$ cat config.mk
export PLATFORM = sky130hd
export DESIGN_NAME = rs485_round_robin_poll_master
export DESIGN_NICKNAME = d
export VERILOG_FILES = /design/src/hw/rtl/rrpm_pkg.sv /design/src/hw/rtl/rrpm_frame_fifo.sv /design/src/hw/rtl/rs485_round_robin_poll_master.sv
export VERILOG_INCLUDE_DIRS = /design/src /design/src/hw/rtl
export SDC_FILE = /design/constraint.sdc
export NUM_CORES = 1
export LEC_CHECK = 0
export CORE_MARGIN = 2
export CORE_UTILIZATION = 60
export CTS_CLUSTER_DIAMETER = 120
export CTS_CLUSTER_SIZE = 10
export DETAILED_ROUTE_END_ITERATION = 12
export DONT_BUFFER_PORTS = 1
export PLACE_DENSITY = 0.79
export SLEW_MARGIN = 5
export SYNTH_ARGS = -nofsm -noshare
export SYNTH_HDL_FRONTEND = slang
export SYNTH_SLANG_ARGS = --single-unit
$ cat constraint.sdc
create_clock -name clk -period 7.9 [get_ports clk]
set_clock_uncertainty 0.2 [all_clocks]
set_input_delay 1.58 -clock clk [delete_from_list [all_inputs] [get_ports clk]]
set_output_delay 1.58 -clock clk [all_outputs]
set_load 0.005 [all_outputs]
$ cat src/hw/rtl/assert_macros.svh
// ----------------------------------------------------------------------------
// Assertion macros shared by the RTL of the poll master
// ----------------------------------------------------------------------------
`ifndef ASSERT_MACROS_SVH
`define ASSERT_MACROS_SVH

// Check on every clock edge outside reset
`define ASSERT_CLK(lbl, prop, msg) \
  lbl: assert property (@(posedge clk) disable iff (!rst_n) prop) else $error(msg);

// Check on every clock edge, reset included
`define ASSERT_ALWAYS(lbl, prop, msg) \
  lbl: assert property (@(posedge clk) prop) else $error(msg);

`endif

$ cat src/hw/rtl/rrpm_pkg.sv
// ----------------------------------------------------------------------------
// rrpm_pkg
// Types and codes shared by the round robin poll master.
// ----------------------------------------------------------------------------
`timescale 1ns / 1ps
`default_nettype none

package rrpm_pkg;

  localparam logic [1:0] OP_TICK  = 2'd0;
  localparam logic [1:0] OP_RESP  = 2'd1;
  localparam logic [1:0] OP_DATA  = 2'd2;
  localparam logic [1:0] OP_ALARM = 2'd3;

  localparam logic [2:0] FK_POLL  = 3'd0;
  localparam logic [2:0] FK_GET   = 3'd1;
  localparam logic [2:0] FK_ACK   = 3'd2;
  localparam logic [2:0] FK_ERR   = 3'd3;
  localparam logic [2:0] FK_STATE = 3'd4;

  localparam logic [1:0] VD_OK        = 2'd0;
  localparam logic [1:0] VD_WRONG_PIN = 2'd2;

  localparam logic [1:0] REG_POLL_INTERVAL = 2'd0;
  localparam logic [1:0] REG_RSP_TIMEOUT   = 2'd1;
  localparam logic [1:0] REG_OFFLINE_THR   = 2'd2;

  localparam logic [15:0] POLL_INTERVAL_RST = 16'd100;
  localparam logic [15:0] RSP_TIMEOUT_RST   = 16'd100;
  localparam logic [3:0]  OFFLINE_THR_RST   = 4'd3;

  localparam int FIFO_DEPTH = 4;
  localparam int FIFO_PTR_W = 2;
  localparam int FIFO_CNT_W = 3;

  typedef enum logic [3:0] {
    PH_IDLE      = 4'b0001,
    PH_WAIT_POLL = 4'b0010,
    PH_WAIT_DATA = 4'b0100,
    PH_DONE      = 4'b1000
  } phase_t;

  typedef struct packed {
    logic [2:0] kind;
    logic [2:0] target;
    logic       err;
    logic [2:0] state;
    logic [3:0] mask;
    logic       last;
  } frame_t;

  typedef struct packed {
    logic   v0;
    logic   v1;
    frame_t f0;
    frame_t f1;
  } push_t;

endpackage

`default_nettype wire

$ cat src/hw/rtl/rrpm_frame_fifo.sv
// ----------------------------------------------------------------------------
// rrpm_frame_fifo
// Four-entry frame queue: takes up to two frames per cycle, sends one per cycle while out_ready is high.
// ----------------------------------------------------------------------------
`timescale 1ns / 1ps
`default_nettype none
`include "assert_macros.svh"

module rrpm_frame_fifo
  import rrpm_pkg::*;
(
  input  wire logic   clk,
  input  wire logic   rst_n,
  input  wire push_t  push,
  output logic        room,
  output logic        out_valid,
  output frame_t      out_frame,
  input  wire logic   out_ready
);

  frame_t                mem [FIFO_DEPTH];
  logic [FIFO_PTR_W-1:0] wp_r, wp_nxt;
  logic [FIFO_PTR_W-1:0] rp_r, rp_nxt;
  logic [FIFO_CNT_W-1:0] cnt_r, cnt_nxt;
  logic                  pop;
  logic [FIFO_CNT_W-1:0] n_push;

  assign pop       = out_valid && out_ready;
  assign out_valid = (cnt_r != '0);
  assign out_frame = mem[rp_r];
  assign room      = (cnt_r <= FIFO_CNT_W'(FIFO_DEPTH - 2));
  assign n_push    = FIFO_CNT_W'(push.v0) + FIFO_CNT_W'(push.v1);

  always_comb begin
    wp_nxt  = wp_r + FIFO_PTR_W'(n_push);
    rp_nxt  = rp_r + FIFO_PTR_W'(pop);
    cnt_nxt = cnt_r + n_push - FIFO_CNT_W'(pop);
  end

  always_ff @(posedge clk) begin
    if (push.v0) begin
      mem[wp_r] <= push.f0;
    end
    if (push.v1) begin
      mem[wp_r + FIFO_PTR_W'(1)] <= push.f1;
    end
  end

  always_ff @(posedge clk) begin
    if (!rst_n) begin
      wp_r  <= '0;
      rp_r  <= '0;
      cnt_r <= '0;
    end else begin
      wp_r  <= wp_nxt;
      rp_r  <= rp_nxt;
      cnt_r <= cnt_nxt;
    end
  end

  `ASSERT_CLK(a_cnt_bound, cnt_r <= FIFO_CNT_W'(FIFO_DEPTH), "frame queue count out of range")
  `ASSERT_CLK(a_push_room, push.v0 |-> room, "frame pushed without room")
  `ASSERT_CLK(a_pop_drain, (pop && !push.v0) |=> cnt_r == $past(cnt_r) - FIFO_CNT_W'(1), "pop lost")

endmodule

`default_nettype wire

$ cat src/hw/rtl/rs485_round_robin_poll_master.sv
// ----------------------------------------------------------------------------
// rs485_round_robin_poll_master
// Round robin bus poll master driven by parsed bus events.
// ----------------------------------------------------------------------------
// Input stream carries one event per request: tick, status response, data
// payload or alarm state change (kind in in_tuser). The event is handled in
// the cycle it is accepted; its zero, one or two frames are registered in a
// four-entry queue and appear on the output stream in order, one frame per
// cycle while out_tready is high, the final frame of an event marked by
// out_tlast. Throughput: one event per cycle while the output side drains;
// an event that makes two frames sends them one after the other through
// the single queue read port.
// in_tready drops while fewer than two queue entries are free, so a stalled
// receiver backs up into the input once three or four frames are waiting.
// Reset clears phase, counters, slave marks and the queue; the registers
// return to poll interval 100, response timeout 100, offline threshold 3.
// Registers on the APB port: 0x0 poll interval, 0x4 response timeout,
// 0x8 offline threshold. Write them only while the block is idle.
// ----------------------------------------------------------------------------
`timescale 1ns / 1ps
`default_nettype none
`include "assert_macros.svh"

module rs485_round_robin_poll_master
  import rrpm_pkg::*;
#(
  parameter int NUM_SLAVES = 4
) (
  input  wire logic        clk,
  input  wire logic        rst_n,
  input  wire logic        in_tvalid,
  output logic             in_tready,
  // slave_id[3:0], pending_flag[4], verdict[6:5], new_alarm_state[9:7]
  input  wire logic [15:0] in_tdata,
  // opcode[1:0]
  input  wire logic [1:0]  in_tuser,
  output logic             out_tvalid,
  input  wire logic        out_tready,
  // target_slave[2:0], error_code[3], state_code[6:4], online_mask[10:7]
  output logic [15:0]      out_tdata,
  // frame_kind[2:0]
  output logic [2:0]       out_tuser,
  output logic             out_tlast,
  input  wire logic        cfg_psel,
  input  wire logic        cfg_penable,
  input  wire logic        cfg_pwrite,
  input  wire logic [3:0]  cfg_paddr,
  input  wire logic [31:0] cfg_pwdata,
  output logic [31:0]      cfg_prdata,
  output logic             cfg_pready
);

  localparam int IDX_W  = (NUM_SLAVES > 1) ? $clog2(NUM_SLAVES) : 1;
  localparam int MASK_N = (NUM_SLAVES < 4) ? NUM_SLAVES : 4;

  logic [15:0] poll_intv_r, rsp_tmo_r;
  logic [3:0]  off_thr_r;

  phase_t          phase_r, phase_nxt;
  logic [IDX_W-1:0] cur_r, cur_nxt;
  logic [15:0]     sadv_r, sadv_nxt;
  logic [15:0]     sact_r, sact_nxt;
  logic            online_r [NUM_SLAVES];
  logic            online_nxt [NUM_SLAVES];
  logic [3:0]      tc_r [NUM_SLAVES];
  logic [3:0]      tc_nxt [NUM_SLAVES];
  logic            bcast_r, bcast_nxt;
  logic [2:0]      known_r, known_nxt;

  logic        in_acc;
  logic        cfg_wr;
  logic [1:0]  opc;
  logic [3:0]  sid;
  logic        pend;
  logic [1:0]  verdict;
  logic [2:0]  nstate;
  logic        sid_ok;
  logic [IDX_W-1:0] idx;
  logic [IDX_W-1:0] sel;
  logic [IDX_W-1:0] cur_adv;
  logic [2:0]  cur_id;
  logic        room;
  push_t       push;
  frame_t      out_frame;

  assign in_acc    = in_tvalid && in_tready;
  assign in_tready = room;
  assign opc       = in_tuser;
  assign sid       = in_tdata[3:0];
  assign pend      = in_tdata[4];
  assign verdict   = in_tdata[6:5];
  assign nstate    = in_tdata[9:7];
  assign sid_ok    = (sid != 4'd0) && (sid <= 4'(NUM_SLAVES));
  assign idx       = IDX_W'(sid - 4'd1);
  assign sel       = (opc == OP_TICK) ? cur_r : idx;
  assign cur_adv   = (cur_r == IDX_W'(NUM_SLAVES - 1)) ? '0 : cur_r + IDX_W'(1);
  assign cur_id    = 3'(cur_r) + 3'd1;

  always_comb begin
    logic        pre_v, main_v;
    frame_t      pre_f, main_f;
    logic [3:0]  tc_inc;
    logic [3:0]  mask;
    logic        advance;

    phase_nxt  = phase_r;
    cur_nxt    = cur_r;
    sadv_nxt   = sadv_r;
    sact_nxt   = sact_r;
    online_nxt = online_r;
    tc_nxt     = tc_r;
    bcast_nxt  = bcast_r;
    known_nxt  = known_r;
    pre_v      = 1'b0;
    main_v     = 1'b0;
    pre_f      = '0;
    main_f     = '0;
    advance    = 1'b0;
    mask       = '0;
    tc_inc     = (tc_r[sel] == 4'hF) ? tc_r[sel] : tc_r[sel] + 4'd1;

    if (in_acc) begin
      case (opc)
        OP_TICK: begin
          sadv_nxt = (sadv_r == 16'hFFFF) ? sadv_r : sadv_r + 16'd1;
          sact_nxt = (sact_r == 16'hFFFF) ? sact_r : sact_r + 16'd1;
          if (bcast_r && phase_r == PH_IDLE) begin
            pre_v       = 1'b1;
            pre_f.kind  = FK_STATE;
            pre_f.state = known_r;
            bcast_nxt   = 1'b0;
            sadv_nxt    = '0;
          end
          case (phase_r)
            PH_IDLE: begin
              if (sadv_nxt >= poll_intv_r) begin
                main_v        = 1'b1;
                main_f.kind   = FK_POLL;
                main_f.target = cur_id;
                phase_nxt     = PH_WAIT_POLL;
                sact_nxt      = '0;
              end
            end
            PH_WAIT_POLL, PH_WAIT_DATA: begin
              if (sact_nxt >= rsp_tmo_r) begin
                tc_nxt[sel] = tc_inc;
                if (online_r[sel] && tc_inc >= off_thr_r) begin
                  online_nxt[sel] = 1'b0;
                end
                advance = 1'b1;
              end
            end
            default: begin
              advance = 1'b1;
            end
          endcase
        end
        OP_RESP, OP_DATA: begin
          if (sid_ok && (opc == OP_DATA || idx == cur_r)) begin
            if (!online_r[sel]) begin
              pre_v        = 1'b1;
              pre_f.kind   = FK_STATE;
              pre_f.target = sid[2:0];
              pre_f.state  = known_r;
            end
            online_nxt[sel] = 1'b1;
            tc_nxt[sel]     = '0;
            main_f.target   = sid[2:0];
            if (opc == OP_RESP) begin
              if (pend) begin
                main_v      = 1'b1;
                main_f.kind = FK_GET;
                phase_nxt   = PH_WAIT_DATA;
                sact_nxt    = '0;
              end else begin
                advance = 1'b1;
              end
            end else begin
              main_v      = 1'b1;
              main_f.kind = (verdict == VD_OK) ? FK_ACK : FK_ERR;
              main_f.err  = (verdict == VD_WRONG_PIN);
              advance     = 1'b1;
            end
          end
        end
        default: begin
          if (nstate != known_r) begin
            known_nxt = nstate;
            bcast_nxt = 1'b1;
          end
        end
      endcase
    end

    if (advance) begin
      cur_nxt   = cur_adv;
      phase_nxt = PH_IDLE;
      sadv_nxt  = '0;
    end

    for (int k = 0; k < MASK_N; k++) begin
      mask[k] = online_nxt[k];
    end
    pre_f.mask  = mask;
    main_f.mask = mask;
    pre_f.last  = !main_v;
    main_f.last = 1'b1;

    push.v0 = pre_v || main_v;
    push.v1 = pre_v && main_v;
    push.f0 = pre_v ? pre_f : main_f;
    push.f1 = main_f;
  end

  always_ff @(posedge clk) begin
    if (!rst_n) begin
      phase_r <= PH_IDLE;
      cur_r   <= '0;
      sadv_r  <= '0;
      sact_r  <= '0;
      bcast_r <= 1'b0;
      known_r <= '0;
      for (int k = 0; k < NUM_SLAVES; k++) begin
        online_r[k] <= 1'b0;
        tc_r[k]     <= '0;
      end
    end else begin
      phase_r  <= phase_nxt;
      cur_r    <= cur_nxt;
      sadv_r   <= sadv_nxt;
      sact_r   <= sact_nxt;
      bcast_r  <= bcast_nxt;
      known_r  <= known_nxt;
      online_r <= online_nxt;
      tc_r     <= tc_nxt;
    end
  end

  assign cfg_wr     = cfg_psel && cfg_penable && cfg_pwrite && cfg_pready;
  assign cfg_pready = 1'b1;

  always_ff @(posedge clk) begin
    if (!rst_n) begin
      poll_intv_r <= POLL_INTERVAL_RST;
      rsp_tmo_r   <= RSP_TIMEOUT_RST;
      off_thr_r   <= OFFLINE_THR_RST;
    end else if (cfg_wr) begin
      case (cfg_paddr[3:2])
        REG_POLL_INTERVAL: poll_intv_r <= cfg_pwdata[15:0];
        REG_RSP_TIMEOUT:   rsp_tmo_r   <= cfg_pwdata[15:0];
        REG_OFFLINE_THR:   off_thr_r   <= cfg_pwdata[3:0];
        default: begin
        end
      endcase
    end
  end

  always_comb begin
    case (cfg_paddr[3:2])
      REG_POLL_INTERVAL: cfg_prdata = {16'd0, poll_intv_r};
      REG_RSP_TIMEOUT:   cfg_prdata = {16'd0, rsp_tmo_r};
      REG_OFFLINE_THR:   cfg_prdata = {28'd0, off_thr_r};
      default:           cfg_prdata = '0;
    endcase
  end

  rrpm_frame_fifo u_fifo (
    .clk       (clk),
    .rst_n     (rst_n),
    .push      (push),
    .room      (room),
    .out_valid (out_tvalid),
    .out_frame (out_frame),
    .out_ready (out_tready)
  );

  assign out_tuser = out_frame.kind;
  assign out_tlast = out_frame.last;
  assign out_tdata = {5'd0, out_frame.mask, out_frame.state, out_frame.err, out_frame.target};

  `ASSERT_CLK(a_pair_starts_state, push.v1 |-> push.f0.kind == FK_STATE, "frame pair without state frame first")
  `ASSERT_CLK(a_single_last, push.v1 |-> (!push.f0.last && push.f1.last), "last mark misplaced")
  `ASSERT_CLK(a_no_done, phase_r != PH_DONE, "phase reached done")
  `ASSERT_ALWAYS(a_pready_high, cfg_pready, "register port not ready")

endmodule

`default_nettype wire
# After elaboration in Yosys (flattened, before gate mapping)
# Memories as Yosys holds them, arrays and structs flattened. A register that Yosys moved wholly into a read port is not among the register bits.
# Index checks and enable logic that the tools add are counted.
dict set report classes {
  n_shift 0
  mux 91
  n_mul 0
  n_lt_le_gt_ge 7
  n_reduce_logical 33
  div_mod_pow 0
  n_eq_ne 22
  bitwise 9
  addsub 12
}
# op count
set op_table {}
lappend op_table {{16-bit two-way mux} 13}
lappend op_table {{16-bit case mux with 2 select lines} 2}
lappend op_table {{4-bit two-way mux} 14}
lappend op_table {{16-bit case mux with 3 select lines} 1}
lappend op_table {{16-bit by 1-bit adder with 16-bit output (second input constant)} 2}
lappend op_table {{16-bit == test (second input constant)} 2}
lappend op_table {{16-bit >= comparator} 2}
lappend op_table {{1-bit two-way mux} 28}
lappend op_table {{3-bit two-way mux} 9}
lappend op_table {{6-bit two-way mux} 3}
lappend op_table {{16-bit bitwise AND} 1}
lappend op_table {{16-bit bitwise mux} 1}
lappend op_table {{16-bit inverter} 1}
lappend op_table {{4-bit case mux with 2 select lines} 2}
lappend op_table {{15-bit two-way mux} 1}
lappend op_table {{7-bit two-way mux} 2}
lappend op_table {{3-bit case mux with 2 select lines} 2}
lappend op_table {{6-bit case mux with 2 select lines} 1}
lappend op_table {{1-bit logical AND} 10}
lappend op_table {{2-bit by 1-bit != test with 1-bit output (second input constant)} 5}
lappend op_table {{1-bit case mux with 2 select lines} 5}
lappend op_table {{5-bit AND reduction} 2}
lappend op_table {{4-bit binary-select mux with 2-bit select} 1}
lappend op_table {{4-bit demux with 2-bit select} 1}
lappend op_table {{other kinds (43)} 63}
dict set report totals {
  memories 1
  latchBits 0
  ff_bits 105
  ram_bits 60
  in_bits 61
  elab_cells 195
  romBits 0
  output_inout_bits 55
}
# name depth word_bits read_ports rd_clocked_by_memory_dff wr line
set memory_table {}
lappend memory_table {u_fifo.mem 4 15 1 1 2 rrpm_frame_fifo.sv:21} ;# frame_t mem [FIFO_DEPTH];

# Depth between registers and ports, before layout
dict set report depth {
  word_depth 16
  mapped_depth 22
}

# Modules after synthesis
# A second synthesis with hierarchy kept.
dict set report unflattened {
  hier_cells 1031
  area_unflattened_um2 9960.8
}
# mod n_inst area_per_inst_um2 cells_per_inst
set by_module_without_submodules {}
lappend by_module_without_submodules {rs485_round_robin_poll_master 1 6606.3 843}
lappend by_module_without_submodules {rrpm_frame_fifo 1 3354.5 188}

# Least setup slack after synthesis
# Ideal clock, no wire load.
dict set report synth_path {
  path_type {in2reg}
  start {input in_tdata[0]}
  end {memory u_fifo.mem[1][1] (netlist bit), data pin}
  setup_ps 273
  t_arrival_ps 4795
  stages 19
  setup_slack_ps 2631
  required_time_ps 7427
  path_cell_list {buf_4 > inv_1 > ha_1 > nor2b_1 > a21oi_2 > mux2_2 > inv_1 > ha_1 > inv_1 > nor3_2 > xnor2_1 > ha_1 > nand2b_1 > a21o_1 > a21oi_1 > nor2b_1 > o2111ai_1 > o31ai_1 > nor2_1}
}
# element line
set synth_rtl {}
lappend synth_rtl {{start, declared} rs485_round_robin_poll_master.sv:34} ;# input wire logic [15:0] in_tdata,
lappend synth_rtl {{end, declared} rrpm_frame_fifo.sv:21}

==> impl_metrics.ini <==
[run_status]
run_status = complete, no violations

[place]
io_buffers = 0
gp_congestion = 0.927
place.detailed.hpwl_um = 16800
placed_area_um2 = 9730

[worst_setup_path]
cp-end-kind = flop
cp.arrival_ns = 6.11
crit_type = flop to flop
start_kind = flop
cp.required_ns = 7.80
cp_max_fo = 11

[cells_and_area]
drive_gt1_share_pct = 10.2
antenna_cells = 0
area.growth.synth_to_final_pct = 5.95
fill_cells = 1317
fin_area_um2 = 10300
regArea_um2 = 3680
multi_input_area_um2 = 5500
design.final.nets = 1186

[routing]
drc = 0
wl_per_cell_um = 17.8
vias = 7918
firstDrtPassIters = 5
viasPerCell = 6.10
drtAntennaViolNets = 0
drt_iter0_drc = 697
wl_um = 23100

[clocking]
cts_buffers = 17
tritoncts = done
clk_pin_slew_ns = 0.07
ctsRootBufferMaster = clkbuf_16
post_cts_resized = 0
post-cts-setup-buffers = 0
cts.sinks = 164
worstSkewPairLatency_ns = 0.45
htree_levels = 4
hold_buffers = 0
cts_buffer_depth = 2

[global_routing]
grt_pass1_vias = 7397
grt_max_degree = 42
antenna_found_initial = 0
overflow = 0
grt_pass1_wl_um = 37400
grtUsageTotal_pct = 26.9

[timing]
max_slew.worst_pin.slew_ns = 1.20
setup_viol = 0
max_freq_ghz = 0.161
rsz0062_at_grt = no
relSlewSlack_pct = 19.2
timing.final.crit_share_pct = 78.7
tns_ns = 0
report.final.slew_viol_count = 0
period_minus_slack_ns = 6.22
finalHoldViolations = 0

[job]
maxCapViolCount = 0

[synth]
yosys_warnings = 0
yosysSeqAreaShare_pct = 37.7
avgSynthCellArea_um2 = 8.89
synth.distinct_cells = 84
synth-main-ff-cell = dfxtp_1
syn_inst = 1098
syn_area_um2 = 9760
synthArstFlopShare_pct = 0
synth_edf_count = 40
ys_ff_latch = 164

[floorplanning]
coreArea_um2 = 15900
die_w_um = 132
die_h_um = 132
ios = 116
dieArea_um2 = 17300
rows = 46
initial_utilization_pct = 61.4

[pwr]
pwr_density_cell_nw_per_um2 = 198
power.leakage_nw = 3.90
peakVddDrop_mv = 0.173

[worst_hold_path]
hold_path_class = flop to flop
[layout make-up]
cell class                      count  share of cell area [%]
Multi-Input combinational cell    817                    53.2
Clock buffer                       17                    4.11
Sequential cell                   164                    35.6
Inverter                           68                    2.52
Tap cell                          216                    2.61
Clock inverter                     15                    1.81
Timing Repair Buffer                2                   0.145
[power breakdown]
group | leakage, nW | switching (mW) | internal (mW)
Clock | 0.304 | 0.400 | 0.459
Sequential | 1.36 | 0.0429 | 0.880
Combinational | 2.24 | 0.145 | 0.118
Total | 3.90 | 0.588 | 1.46
[routing by layer]
| layer | track usage [%] | up-vias | wire, um |
|---|---|---|---|
| met3 | 5.90 | 39 | 1390 |
| met1 | 35.7 | 3783 | 10200 |
| met4 | 8.57 | 0 | 436 |
| met5 | 0 | - | 0 |
| li1 | - | 3828 | - |
| met2 | 43.7 | 268 | 11000 |
[worst max-delay path, stage by stage, from the launching register on]
cell,delay [ns]
dfxtp_1,0.47
and4_1,0.32
nand3_1,0.16
o21ai_0,0.57
nor2_1,0.18
xnor2_1,0.21
nor2_1,0.08
ha_1,0.32
nand4_1,0.18
nor2_1,0.14
a221oi_1,0.13
o22ai_1,0.46
o21ai_0,0.22
a21oi_1,0.31
inv_1,0.07
ha_1,0.25
nor2b_1,0.18
nor2b_1,0.63
nor2_1,0.34
inv_1,0.44
[registers in the layout, summed over array words and instances, names as in the netlist]
signal,count
bcast_r,1
u_fifo.wp_r,2
u_fifo.cnt_r,3
sadv_r,16
cur_r,2
sact_r,16
online_r,4
u_fifo.rp_r,2
off_thr_r,4
u_fifo.mem,60
rsp_tmo_r,16
phase_r,3
tc_r,16
poll_intv_r,16
known_r,3
[path summary, 6_finish.rpt]
kind	cells after the start	slack, ns	to	startpoint
max reg2reg	19	1.68	u_fifo.mem[1][10]$_DFFE_PP_	sadv_r[4]$_SDFFE_PP0P_
min reg2reg	2	0.26	u_fifo.mem[3][14]$_SDFFE_PP0P_	u_fifo.mem[3][14]$_SDFFE_PP0P_
max	19	1.68	u_fifo.mem[1][10]$_DFFE_PP_	sadv_r[4]$_SDFFE_PP0P_
min	2	0.26	u_fifo.mem[3][14]$_SDFFE_PP0P_	u_fifo.mem[3][14]$_SDFFE_PP0P_
[metrics by stage]
step | util, % | instances | setup WS (ns) | total power [mW] | hold WS (ns)
floorplan | - | 1118 | 2.63 | 1.16 | 0.233
global placement | 61.2 | 1267 | 1.60 | 1.20 | 0.242
detailed placement | 61.2 | 1267 | 1.55 | 1.20 | 0.247
CTS | 65.1 | 1299 | 1.74 | 2.05 | 0.256
global route | 65.1 | 1299 | 1.30 | 2.12 | 0.274
finish | 65.1 | 1299 | 1.68 | 2.05 | 0.259
[cells in the mapped netlist, types with 21 or more instances]
| master | count | area share [%] |
|---|---|---|
| nand2_1 | 148 | 5.7 |
| dfxtp_1 | 124 | 25 |
| nor2_1 | 123 | 4.7 |
| a21oi_1 | 68 | 3.5 |
| inv_1 | 66 | 2.5 |
| ha_1 | 54 | 6.9 |
| edfxtp_1 | 40 | 12 |
| o21ai_0 | 34 | 1.7 |
| mux2i_1 | 33 | 3.4 |
| nand3_1 | 28 | 1.4 |
| clkbuf_1 | 27 | 1.0 |
| buf_4 | 23 | 1.8 |
| xnor2_1 | 23 | 2.1 |
| nor3_1 | 21 | 1.1 |
[cell families after synthesis]
group,after synthesis,share of synthesized area (%)
adder cells (fa/ha/maj),55,7.13
buffers and inverters,137,6.79
flip-flops,164,37.7
multiplexers,54,7.69
AO/OA/AOI/OAI,242,17.6
XOR/XNOR,32,3.03
AND/OR/NAND/NOR,412,19.9
other,2,0.0769
[layout by cell type, fill, tap and decap left out, drive strengths merged, types with 8 or more instances in the layout]
master	netlist	routed
edfxtp	40	40
a32o	14	14
nand4	13	13
conb	2	22
or3	9	9
mux2i	33	33
o32ai	10	10
a31o	9	9
inv	68	79
and3	15	15
nor2	125	125
and2	11	11
nor3	22	22
a21o	13	13
a21oi	72	72
dfxtp	124	124
o22ai	11	11
mux4	16	16
a211oi	9	9
nand2b	9	9
nand2	151	151
clkbuf	29	17
nand3	29	29
a31oi	8	8
xnor2	23	23
o21a	9	9
o21ai	34	34
ha	54	54
xor2	9	9
(Power assumes the default switching activity.)
